--- config.mk ---
export PLATFORM = sky130hd
export DESIGN_NAME = mm_mac
export DESIGN_NICKNAME = d
export VERILOG_FILES = /design/src/hw/rtl/assert_macros.svh /design/src/hw/rtl/mm_pkg.sv /design/src/hw/rtl/mm_mac.sv
export SDC_FILE = /design/constraint.sdc
export NUM_CORES = 1
export LEC_CHECK = 0
export BUFFER_PORTS_ARGS = -buffer_cell sky130_fd_sc_hd__buf_2
export CORE_MARGIN = 5
export CORE_UTILIZATION = 50
export DETAILED_ROUTE_END_ITERATION = 7
export PLACE_DENSITY = 0.69
export SLEW_MARGIN = 20
export SYNTH_ARGS = -nofsm -noshare
export SYNTH_HDL_FRONTEND = slang
export SYNTH_SLANG_ARGS = --single-unit
--- constraint.sdc ---
create_clock -name clk -period 8.78 [get_ports clk]
set_input_delay 0.878 -clock clk [delete_from_list [all_inputs] [get_ports clk]]
set_output_delay 0.878 -clock clk [all_outputs]
set_load 0.03 [all_outputs]
--- src/hw/rtl/assert_macros.svh ---
// Assertion shorthands shared by the RTL files that check themselves.
// Depends on a clock named clk and a synchronous reset named rst in scope.
`ifndef ASSERT_MACROS_SVH
`define ASSERT_MACROS_SVH

// Check a property on every clock edge outside reset.
`define ASSERT_CLK(label, prop, msg) \
  label: assert property (@(posedge clk) disable iff (rst) (prop)) else $error(msg);

// Check that a condition never holds outside reset.
`define ASSERT_NEVER(label, expr, msg) \
  label: assert property (@(posedge clk) disable iff (rst) !(expr)) else $error(msg);

`endif

--- src/hw/rtl/mm_pkg.sv ---
// Shared types and constants for the matrix multiply block.
// No dependencies; imported by every module of the block but mm_ram.
package mm_pkg;

  localparam int MAX_DIM = 32;
  localparam int DIM_W   = (MAX_DIM > 1) ? $clog2(MAX_DIM) : 1;
  localparam int CNT_W   = $clog2(MAX_DIM + 1);
  localparam int DEPTH   = MAX_DIM * MAX_DIM;
  localparam int ADDR_W  = $clog2(DEPTH);

  localparam int IDX_W   = 5;
  localparam int ELEM_W  = 16;
  localparam int PROD_W  = 2 * ELEM_W;
  localparam int ACC_W   = 48;
  localparam int LEN_W   = 6;

  localparam logic [LEN_W-1:0] INNER_LEN_RST = 6'd32;

  localparam int IN_TDATA_W  = 32;
  localparam int IN_TUSER_W  = 2;
  localparam int OUT_TDATA_W = 64;
  localparam int OUT_PAD_W   = OUT_TDATA_W - ACC_W - 2 * IDX_W;

  typedef enum logic [1:0] {
    REQ_WRITE_A = 2'd0,
    REQ_WRITE_B = 2'd1,
    REQ_COMPUTE = 2'd2
  } req_type_t;

  typedef enum logic [1:0] {
    ST_IDLE,
    ST_ISSUE,
    ST_DRAIN
  } state_t;

  // Sequencer to multiply-accumulate unit.
  typedef struct packed {
    logic clear;
    logic term_vld;
  } mac_ctl_t;

  // Sequencer to output register.
  typedef struct packed {
    logic             load;
    logic [IDX_W-1:0] row;
    logic [IDX_W-1:0] col;
  } out_ctl_t;

endpackage

--- src/hw/rtl/mm_mac.sv ---
// Shared multiply-accumulate unit: registered 16x16 signed product, 48-bit sum.
// Depends on mm_pkg.
module mm_mac (
  input  logic                           clk,
  input  logic                           rst,
  input  mm_pkg::mac_ctl_t               ctl,
  input  logic signed [mm_pkg::ELEM_W-1:0] a_data,
  input  logic signed [mm_pkg::ELEM_W-1:0] b_data,
  output logic                           busy,
  output logic signed [mm_pkg::ACC_W-1:0]  acc
);
  import mm_pkg::*;

  logic signed [PROD_W-1:0] prod;
  logic                     prod_vld;

  always_ff @(posedge clk) begin
    if (rst) begin
      prod_vld <= 1'b0;
    end else begin
      prod_vld <= ctl.term_vld;
    end
  end

  always_ff @(posedge clk) begin
    prod <= a_data * b_data;
    if (ctl.clear) begin
      acc <= '0;
    end else if (prod_vld) begin
      acc <= acc + ACC_W'(prod);
    end
  end

  assign busy = prod_vld;

endmodule

Word-level counts from Yosys, hierarchy flattened
Index checks and enable logic that the tools add are counted.
{"block": "word_totals", "regBits": 81, "input_bits": 36, "out_inout_bits": 49, "elab_cells": 5}
{"block": "classes", "add_sub_neg": 1, "multipliers": 1}
{"operator": "adder 48 x 32 -> 48 bit", "count": 1}
{"operator": "multiplier 16 x 16 -> 32 bit", "count": 1}

Depth between registers and ports, before layout
{"block": "depth", "word_depth": 1, "mapped_depth": 26, "ltp_nobuf": 25}

Worst setup path before layout
No wires, ideal clock.
{"block": "synth_timing", "path_kind": "input-to-reg", "startpoint": "input b_data[7] (netlist name)", "endpoint": "register prod[30]", "setup_time_ns": 0.123, "arrival_ns": 6.703, "required_ns": 8.657, "setup_slack_ns": 1.954, "path_stages": 24, "path_buffers": 1, "path_cell_list": "clkbuf_1 -> nand2_1 -> fa_1 -> inv_1 -> fa_1 -> inv_1 -> fa_1 -> inv_1 -> fa_1 -> fa_1 -> inv_1 -> fa_1 -> inv_1 -> ha_1 -> a21o_1 -> a21o_1 -> a211o_1 -> a311oi_1 -> o31a_1 -> o21ai_1 -> or4_1 -> a31oi_1 -> o21ai_1 -> xor2_1"}
{"block": "synth_between", "elab_chain_len": 1}
{"element": "start, declared", "line_no": "mm_mac.sv:8", "rtl": "input logic signed [mm_pkg::ELEM_W-1:0] b_data,"}
{"element": "multiplier 16 x 16 -> 32 bit", "line_no": "mm_mac.sv:26", "rtl": "prod <= a_data * b_data;"}
{"element": "end signal, assigned", "line_no": "mm_mac.sv:26"}
{"element": "end, declared", "line_no": "mm_mac.sv:14", "rtl": "logic signed [PROD_W-1:0] prod;"}
Every way passes these cells.
A chain may end at the register's enable or synchronous reset.

Worst setup path after layout
{"block": "layout_timing", "startpoint": "input a_data[8] (netlist name)", "endpoint": "register prod[30]"}
{"block": "layout_between", "elab_chain_len": 1}
{"element": "start, declared", "line_no": "mm_mac.sv:7", "rtl": "input logic signed [mm_pkg::ELEM_W-1:0] a_data,"}
{"element": "multiplier 16 x 16 -> 32 bit", "line_no": "mm_mac.sv:26"}
Every way passes these cells.

==> summary.txt <==
Run status
  – Status: complete, no violations

Floorplanning
  – Core Rows: 63
  – Chip height: 183 um
  – Total die area: 33300 um^2
  – Initial core utilization: 50.4%
  – DIE WIDTH: 183 um
  – I/O pins: 85
  – Placeable Area: 29600 um^2

Final layout
  – # nets final: 2168
  – Antenna Cells: 0
  – P&R area growth vs syn: 6.75%
  – Fraction of layout cells with a size suffix above 1: 6.53%

Synthesis
  – Synth Cell Area: 14900 um^2
  – Synthesized net count: 2130
  – Mean area per synthesized cell: 8.75 um^2
  – Yosys warns: 0
  – Library cells used by synthesis: 60
  – Register bit total from synthesis: 81
  – Synth Instances: 1702
  – FFs w/ async S/R, synth: 0%
  – EDFF count, synth: 0
  – Sequential share of the synthesized area: 10.9%
  – Top FF cell, synth: dfxtp_1

CTS
  – Post-CTS resize count: 0
  – Clock root buffer: clkbuf_16
  – Clk pin slew, worst setup/hold paths: 0.06 ns
  – Clock buffer depth: 2
  – Cts bufs inserted: 9
  – Post-CTS setup buffers: 0
  – CTS tree: done
  – CTS Hold Bufs: 0
  – CTS sink count: 81
  – H-Tree Depth: 3
  – Worst-Skew Late Latency: 0.34 ns

Critical path
  – WP buf/inv: 4
  – Max incr delay on CP: 0.61 ns
  – Critical path capture point type: register
  – Slowest cell on the critical path: fa_1
  – Critical path data arrival time: 7.09 ns
  – Startpoint Class: primary input
  – Most frequent CP cell: fa_1
  – Crit Path Class: in2reg
  – CP Cell Sequence: buf_2, nand2_1, fa_1, inv_1, fa_1, fa_1, fa_1, fa_1, inv_1, fa_1, inv_1, ha_1, a21o_1, a21o_1, a211o_1, a311oi_1, o31a_1, o21ai_1, or4_1, a31oi_1, o21ai_1, xor2_1
  – CP delay by family, top: adder cells
  – Worst Path Max Fanout: 16
  – WP data required: 9.01 ns

STA
  – Setup TNS: 0 ns
  – Final Hold Viols: 0
  – Fin. max-slew vios: 0
  – Worst Clk Skew: 0.00914 ns
  – Period utilisation layout: 78.2%
  – Fin crit period: 6.87 ns
  – Final-report setup violation count: 0
  – Worst slew pin tran: 1.00 ns
  – Slew margin rel.: 33.3%
  – Highest clock rate: 0.146 GHz
  – RSZ-0062 raised after global routing: no

GRT
  – Vias in the first global route: 11700
  – Congestion Overflow GR: 0
  – Initial antenna violation count: 0
  – Total track usage: 20.7%
  – First-pass GRT wire length: 57500 um
  – Pin count of the biggest net entering global routing: 55

Placed design
  – Number of port buffers: 84
  – DP HPWL: 27900 um
  – Final GP Congestion: 0.928

Min path
  – HP Class: reg2reg

Route
  – Drt drc: 0
  – Drt pass-1 iters: 5
  – Wirelength, routed: 33300 um
  – 1st-iter DRT viols: 609
  – Via count: 11200
  – Vias per cell: 5.23
  – Post-route ant nets: 0
  – WL per Instance: 15.6 um

Flow run
  – Max-cap check violation count: 0
==> through the flow <==
stage | worst slack [ns] | cell area [um^2] | cells | util, % | hold slack [ns]
after floorplan | 1.95 | 14900 | 1702 | - | 0.551
after global placement | 1.64 | 15600 | 2119 | 52.8 | 0.471
after detailed placement | 1.54 | 15600 | 2119 | 52.8 | 0.477
after CTS | 1.90 | 15900 | 2135 | 53.8 | 0.486
after global routing | 1.59 | 15900 | 2135 | 53.8 | 0.507
final | 1.91 | 15900 | 2135 | 53.8 | 0.481
==> state kept, by name, summed over array words and instances (netlist names) <==
name / cells
prod: 32
busy: 1
acc: 48
==> worst reg2reg max path: cells and delay by family (launching register included) <==
kind / cells / cell delay [ns]
AO/OA/AOI/OAI: 6 / 1.74
adder cells (fa/ha/maj): 2 / 0.64
flip-flops: 1 / 0.35
AND/OR/NAND/NOR: 2 / 0.18
XOR/XNOR: 1 / 0.17
multiplexers: 1 / 0.14
buffers and inverters: 1 / 0.07
==> layout make-up <==
class / instances / area (um^2)
clock buffer: 10 / 239
inverter: 333 / 1250
fill: 2779 / 13700
clock inverter: 6 / 67.6
timing repair buffer: 85 / 428
multi-input combinational: 1230 / 11800
sequential: 81 / 1620
tap: 390 / 488
==> kinds of logic (layout without fill, tap and decap cells) <==
logic type | Yosys count | in the layout | synth area share, %
multiplexers | 28 | 28 | 1.90
flip-flops | 81 | 81 | 10.9
AO/OA/AOI/OAI | 255 | 255 | 11.3
buffers and inverters | 391 | 434 | 9.85
adder cells (fa/ha/maj) | 392 | 392 | 46.2
AND/OR/NAND/NOR | 483 | 483 | 15.6
XOR/XNOR | 72 | 72 | 4.23
==> routing by layer <==
layer | share of wire (%) | track usage (%) | wire [um]
met3 | 6.5 | 3.79 | 2160
met2 | 45 | 33.3 | 14900
met4 | 1.4 | 4.08 | 463
met5 | 0 | 0 | 0
met1 | 47 | 29.4 | 15700
==> Yosys cell counts (all sizes together) (12+ instances only) <==
cell,count,area [um^2]
nor2,99,372
xor2,27,236
inv,333,1250
o21ai,40,208
nand4,12,75.1
mux2i,26,260
nand3,14,70.1
fa,263,5270
xnor2,45,394
a21o,54,405
and2,124,776
clkbuf,54,203
dfxtp,81,1620
o21bai,15,113
a21oi,84,432
ha,129,1610
a211oi,12,103
nand2,179,672
==> cells in the final DEF (no fill, tap or decap), types with 10 or more instances in the layout <==
master    synthesis  routed
a211oi_1         11      11
a21o_1           54      54
a21oi_1          83      83
and2_1          124     124
buf_2             0      84
dfxtp_1          81      80
fa_1            263     263
ha_1            129     129
inv_1           333     333
mux2i_1          26      26
nand2_1         179     179
nand3_1          14      14
nand4_1          12      12
nor2_1           99      99
nor3_1           10      10
o21ai_0          32      32
o21bai_1         15      15
xnor2_1          45      45
xor2_1           27      27
==> worst paths after layout <==
kind                                           start                    to  slack (ns)  depth (start not counted)
worst max-delay path                       a_data[8]      prod[30]$_DFF_P_        1.91                         22
worst min-delay path            acc[39]$_SDFFE_PP0P_  acc[39]$_SDFFE_PP0P_        0.48                          2
worst max register to register   acc[0]$_SDFFE_PP0P_  acc[34]$_SDFFE_PP0P_        5.34                         13
worst min register to register  acc[39]$_SDFFE_PP0P_  acc[39]$_SDFFE_PP0P_        0.48                          2
Power is not shown: default switching activity piles up to over one toggle a cycle in this logic, so the estimate is an artifact.
