File: config.mk
export PLATFORM = sky130hd
export DESIGN_NAME = mm_ctrl
export DESIGN_NICKNAME = d
export VERILOG_FILES = /design/src/hw/rtl/assert_macros.svh /design/src/hw/rtl/mm_pkg.sv /design/src/hw/rtl/mm_ctrl.sv
export SDC_FILE = /design/constraint.sdc
export NUM_CORES = 1
export LEC_CHECK = 0
export BUFFER_PORTS_ARGS = -buffer_cell sky130_fd_sc_hd__buf_2
export CAP_MARGIN = 40
export CORE_UTILIZATION = 27
export DETAILED_ROUTE_END_ITERATION = 16
export SLEW_MARGIN = 10
export SYNTH_ARGS = -nofsm -noshare
export SYNTH_HDL_FRONTEND = slang
export SYNTH_SLANG_ARGS = --single-unit
File: constraint.sdc
create_clock -name clk -period 3.19 [get_ports clk]
set_clock_uncertainty 0.1 [all_clocks]
set_input_delay 0.638 -clock clk [delete_from_list [all_inputs] [get_ports clk]]
set_output_delay 0.638 -clock clk [all_outputs]
set_load 0.02 [all_outputs]
File: src/hw/rtl/assert_macros.svh
// Assertion shorthands shared by the RTL files that check themselves.
// Depends on a clock named clk and a synchronous reset named rst in scope.
`ifndef ASSERT_MACROS_SVH
`define ASSERT_MACROS_SVH

// Check a property on every clock edge outside reset.
`define ASSERT_CLK(label, prop, msg) \
  label: assert property (@(posedge clk) disable iff (rst) (prop)) else $error(msg);

// Check that a condition never holds outside reset.
`define ASSERT_NEVER(label, expr, msg) \
  label: assert property (@(posedge clk) disable iff (rst) !(expr)) else $error(msg);

`endif

File: src/hw/rtl/mm_pkg.sv
// Shared types and constants for the matrix multiply block.
// No dependencies; imported by every module of the block but mm_ram.
package mm_pkg;

  localparam int MAX_DIM = 32;
  localparam int DIM_W   = (MAX_DIM > 1) ? $clog2(MAX_DIM) : 1;
  localparam int CNT_W   = $clog2(MAX_DIM + 1);
  localparam int DEPTH   = MAX_DIM * MAX_DIM;
  localparam int ADDR_W  = $clog2(DEPTH);

  localparam int IDX_W   = 5;
  localparam int ELEM_W  = 16;
  localparam int PROD_W  = 2 * ELEM_W;
  localparam int ACC_W   = 48;
  localparam int LEN_W   = 6;

  localparam logic [LEN_W-1:0] INNER_LEN_RST = 6'd32;

  localparam int IN_TDATA_W  = 32;
  localparam int IN_TUSER_W  = 2;
  localparam int OUT_TDATA_W = 64;
  localparam int OUT_PAD_W   = OUT_TDATA_W - ACC_W - 2 * IDX_W;

  typedef enum logic [1:0] {
    REQ_WRITE_A = 2'd0,
    REQ_WRITE_B = 2'd1,
    REQ_COMPUTE = 2'd2
  } req_type_t;

  typedef enum logic [1:0] {
    ST_IDLE,
    ST_ISSUE,
    ST_DRAIN
  } state_t;

  // Sequencer to multiply-accumulate unit.
  typedef struct packed {
    logic clear;
    logic term_vld;
  } mac_ctl_t;

  // Sequencer to output register.
  typedef struct packed {
    logic             load;
    logic [IDX_W-1:0] row;
    logic [IDX_W-1:0] col;
  } out_ctl_t;

endpackage

File: src/hw/rtl/mm_ctrl.sv
// Sequencer: takes requests, writes the element stores, walks the inner loop.
// Depends on mm_pkg.
module mm_ctrl (
  input  logic                      clk,
  input  logic                      rst,
  input  logic                      in_valid,
  output logic                      in_ready,
  input  mm_pkg::req_type_t         req_type,
  input  logic [mm_pkg::IDX_W-1:0]  row_index,
  input  logic [mm_pkg::IDX_W-1:0]  col_index,
  input  logic [mm_pkg::LEN_W-1:0]  inner_len,
  input  logic                      mac_busy,
  input  logic                      out_free,
  output logic                      a_we,
  output logic                      b_we,
  output logic [mm_pkg::ADDR_W-1:0] waddr,
  output logic [mm_pkg::ADDR_W-1:0] a_raddr,
  output logic [mm_pkg::ADDR_W-1:0] b_raddr,
  output mm_pkg::mac_ctl_t          mac_ctl,
  output mm_pkg::out_ctl_t          out_ctl
);
  import mm_pkg::*;

  state_t           state, state_next;
  logic [DIM_W-1:0] k, last_k;
  logic [IDX_W-1:0] row_q, col_q;
  logic             rd_vld;

  logic             accept, compute, in_range, pipe_empty, issue;
  logic [CNT_W-1:0] n_terms;

  assign accept     = in_valid && in_ready;
  assign compute    = accept && (req_type == REQ_COMPUTE);
  assign in_range   = (32'(row_index) < MAX_DIM) && (32'(col_index) < MAX_DIM);
  assign n_terms    = (32'(inner_len) > MAX_DIM) ? CNT_W'(MAX_DIM) : CNT_W'(inner_len);
  assign pipe_empty = !rd_vld && !mac_busy;

  // Element writes go straight to the stores.
  assign waddr = ADDR_W'(row_index) * ADDR_W'(MAX_DIM) + ADDR_W'(col_index);
  assign a_we  = accept && in_range && (req_type == REQ_WRITE_A);
  assign b_we  = accept && in_range && (req_type == REQ_WRITE_B);

  // Row of A is contiguous, column of B strides by MAX_DIM.
  assign a_raddr = ADDR_W'(row_q) * ADDR_W'(MAX_DIM) + ADDR_W'(k);
  assign b_raddr = ADDR_W'(k) * ADDR_W'(MAX_DIM) + ADDR_W'(col_q);

  always_comb begin
    state_next = state;
    case (state)
      ST_IDLE: begin
        if (compute) begin
          state_next = (in_range && n_terms != '0) ? ST_ISSUE : ST_DRAIN;
        end
      end
      ST_ISSUE: begin
        if (k == last_k) begin
          state_next = ST_DRAIN;
        end
      end
      ST_DRAIN: begin
        if (pipe_empty && out_free) begin
          state_next = ST_IDLE;
        end
      end
      default: state_next = ST_IDLE;
    endcase
  end

  always_comb begin
    in_ready         = 1'b0;
    issue            = 1'b0;
    out_ctl.load     = 1'b0;
    case (state)
      ST_IDLE:  in_ready     = 1'b1;
      ST_ISSUE: issue        = 1'b1;
      ST_DRAIN: out_ctl.load = pipe_empty && out_free;
      default: ;
    endcase
    mac_ctl.clear    = compute;
    mac_ctl.term_vld = rd_vld;
    out_ctl.row      = row_q;
    out_ctl.col      = col_q;
  end

  always_ff @(posedge clk) begin
    if (rst) begin
      state  <= ST_IDLE;
      rd_vld <= 1'b0;
    end else begin
      state  <= state_next;
      rd_vld <= issue;
    end
  end

  always_ff @(posedge clk) begin
    if (compute) begin
      row_q  <= row_index;
      col_q  <= col_index;
      k      <= '0;
      last_k <= DIM_W'(n_terms - CNT_W'(1));
    end else if (issue) begin
      k <= k + DIM_W'(1);
    end
  end

endmodule

# Word level (Yosys, flattened, before mapping)
# Cells that the tools add are included.
[totals]
regBits = 23
in_bits = 23
output_inout_bits = 46
[classes]
add_sub_neg = 5
magnitude_cmp = 1
eq_ne = 8
muxes = 9
reduce_logical = 12
[op_table]
columns = ["cell", "n"]
rows = [
  ["10-bit by 5-bit adder with 10-bit output", 3],
  ["2-bit 2-to-1 mux", 4],
  ["6-bit > comparator, second input constant", 1],
  ["1-bit logical AND", 6],
  ["6-bit 2-to-1 mux", 1],
  ["2-bit != test, second input constant", 3],
  ["2-bit one-hot mux with 3 select lines", 1],
  ["6-bit nonzero test", 1],
  ["5-bit by 1-bit adder with 5-bit output, second input constant", 1],
  ["5-bit == test", 1],
  ["5-bit by 1-bit subtractor with 5-bit output, second input constant", 1],
  ["2-bit by 1-bit == test with 1-bit output, second input constant", 2],
  ["2-bit == test, second input constant", 2],
  ["2-bit zero test", 2],
  ["1-bit 2-to-1 mux", 3],
  ["3-bit AND reduction", 1],
  ["1-bit zero test", 2],
]

# Depth between registers and ports, before layout
[logic_depth]
depth_word = 6
mapped_depth = 5

# Worst setup path before layout
# Ideal clock, no wire load.
[synth_timing]
kind = "input port to output port"
from = "input req_type[1]"
to = "output mac_ctl[1] in the netlist's numbering"
t_arrival_ns = 1.280
path_slack_ns = 1.172
cell_stages = 4
path_buffers = 2
cell_sequence = "nor2b_1 and3_1 buf_6 buf_4"
[synth_between]
elab_chain_cells = 2
[synth_lines]
columns = ["element", "line", "rtl"]
rows = [
  ["start: declaration", "mm_ctrl.sv:8", "input mm_pkg::req_type_t req_type,"],
  ["2-bit == test", "mm_ctrl.sv:33", "assign compute = accept && (req_type == REQ_COMPUTE);"],
  ["1-bit logical AND", "mm_ctrl.sv:33", ""],
  ["end: declaration", "mm_ctrl.sv:19", "output mm_pkg::mac_ctl_t mac_ctl,"],
]
# No other way between the ends.

==> results.yml <==
setup_path:
  cp_common_cell: "buf_2"
  path_class: "in2out"
  setup.worst_path.start_class: "input pin"
  ff2ff_setup_slack_ns: 1.75
  max_stage_delay_ns: 0.22
  cp_num_buf_inv: 2
  crit_path_end_kind: "output port"
  cp.required_ns: 2.45
  cpMaxStageDelayCell: "and3_1"
  crit_chain: "buf_2, nor2b_1, and3_1, buf_2"
  arrival_ns: 1.30
  cp_top_family: "simple AND/OR/NAND/NOR gates"
  crit_path_max_fanout: 3
power:
  power_mw: 0.733
  p_per_area_nw_per_um2: 515
  leakage_nw: 0.676
  ir_worst_vdd_mv: 0.171
clocking:
  cts.sinks: 23
  ctsHtreeMaxLevel: 1
  cts_resized: 0
  cts_root_buf: "clkbuf_8"
  worstSkewPairLatency_ns: 0.26
  cts_tree: "yes"
  hold_buffers: 0
  cts_setup_buffers: 0
  clockBufferDepth: 2
  numCtsBuffers: 3
  cts.clk_slew.worst_paths_ns: 0.08
drt:
  antenna_left: 0
  wl_mm: 2.05
  drc: 0
  vias: 832
  dr.pass1.iters: 3
  routedWlPerCell_microns: 10.2
  drtIter0Drc: 13
  routed_via_density: 4.14
grt:
  use_met2_pct: 14.0
  antenna_found_initial: 0
  grt_start_max_net_pins: 22
  grt_use_total_pct: 8.49
  grt_pass1_vias: 646
  grtUsageMet1_pct: 10.0
  grt_pass1_wl_mm: 2.84
  grt.overflow.total: 0
  busiest_layer: "met2"
  use_met3_pct: 2.14
timing:
  rsz0062_at_grt: "no"
  tightest_slew_ns: 0.259
  period_minus_slack_ns: 2.03
  max_clock_freq_mhz: 492
  max_slew_margin_pct: 82.8
  finalSetupViolations: 0
  slew_violations: 0
  setup_tns_ns: 0
  period_share_pct: 63.8
  finalHoldViolations: 0
synthesis:
  synth.avg_cell_area_sq_um: 11.2
  synth_top_cell_by_area: "edfxtp_1"
  synth.yosys.seq_area_share_pct: 51.2
  synth_area_sq_um: 1190
  synth.top_cell.area_share_pct: 37.7
  postSynthCellCount: 107
  synth.distinct_cells: 26
  synth-seq-cells: 23
  netlist_top_cells_area: "edfxtp_1 (38%), buf_4 (17%), dfxtp_1 (13%), xor2_1 (4.4%), xnor2_1 (3.7%)"
  synth_warnings: 0
  synthesis.nets: 132
layout:
  diodes: 0
  fillerInstances: 439
  mostFrequentLayoutCell: "buf_2"
  drive_above_1_share_pct: 49.0
  syn2layout_area_growth_pct: 19.3
  fin_nets: 177
  layout_common_cells: "buf_2 (68), edfxtp_1 (15), nor2_1 (9)"
die:
  dieWidth_microns: 68.5
  core_sq_um: 4120
  initial_utilization_pct: 29.0
  die_y_microns: 68.5
  dieArea_sq_um: 4690
  num_rows: 23
  ios: 69
status:
  status: "completed"
place:
  post-dp-hpwl_mm: 1.63
  port_buffers: 68
  finalWeightedCongestion: 0.699
job:
  cap_violations: 0
hold_path:
  hold_path_class: "in2reg"
through the flow:
stage | instance area [sq um] | worst slack (ns) | utilization (%) | instances | hold slack, ns
floorplan | 1190 | 1.17 | - | 107 | 0.469
global placement | 1380 | 1.15 | 33.5 | 197 | 0.491
detailed placement | 1380 | 1.15 | 33.5 | 197 | 0.498
CTS | 1420 | 1.15 | 34.6 | 201 | 0.458
global route | 1420 | 1.11 | 34.6 | 201 | 0.458
finish | 1420 | 1.16 | 34.6 | 201 | 0.465
layer usage:
metal | vias to the layer above | share of wire (%)
li1 | 421 | -
met1 | 352 | 46
met2 | 57 | 43
met3 | 2 | 10
met4 | 0 | 0.49
met5 | - | 0
path summary, 6_finish.rpt:
kind,startpoint,endpoint,cells after the start
worst max-delay path,req_type[1],mac_ctl[1],4
worst min-delay path,row_index[3],row_q[3],1
worst min register to register,k[1],k[1],2
worst max register to register,state[1],col_q[0],3
sequential cells by signal, summed over array words and instances, names as in the netlist:
name / cells
k: 5
last_k: 5
rd_vld: 1
col_q: 5
row_q: 5
state: 2
synth_stat cells (all sizes together):
| cell | count |
|---|---|
| a21oi | 2 |
| a22o | 1 |
| a31oi | 1 |
| and3 | 1 |
| and3b | 1 |
| buf | 29 |
| dfxtp | 8 |
| edfxtp | 15 |
| ha | 2 |
| inv | 2 |
| mux2i | 1 |
| nand2 | 5 |
| nand2b | 6 |
| nand3 | 1 |
| nand4 | 2 |
| nand4bb | 1 |
| nor2 | 10 |
| nor2b | 2 |
| nor3 | 4 |
| nor3b | 1 |
| o22ai | 1 |
| xnor2 | 5 |
| xor2 | 6 |
worst register-to-register path, stage by stage, from the launching register on:
cell and delay [ns]:
dfxtp_1 0.37, nor2_2 0.14, and3_1 0.22, buf_4 0.29
area by class of cell:
type / count / area [sq um] / area share, %
clock buffers: 4 / 45.0 / 3.16
well taps: 50 / 62.6 / 4.39
inverters: 2 / 7.51 / 0.527
flip-flops and latches: 23 / 611 / 42.9
repair buffers: 69 / 348 / 24.4
multi-input cells: 53 / 350 / 24.6
where the power goes:
| group | total (mW) | switching (mW) | internal [mW] |
|---|---|---|---|
| clock | 0.176 | 0.0868 | 0.0889 |
| combinational | 0.186 | 0.111 | 0.0752 |
| sequential | 0.371 | 0.0293 | 0.342 |
| total | 0.733 | 0.227 | 0.506 |
kinds of logic (layout without fill, tap and decap cells):
kind of cell               count (synthesis)  in the layout  synth area share [%]
muxes                                      1              1                 0.839
AOI/OAI and AO/OA                          5              5                  2.62
DFF                                       23             23                  51.2
xor gates and xnor gates                  11             11                  8.07
buffers and inverters                     31             75                  19.5
and+or+nand+nor                           34             34                  15.7
adders and majority gates                  2              2                  2.10
Note: power is estimated with default switching activity, not from simulation.
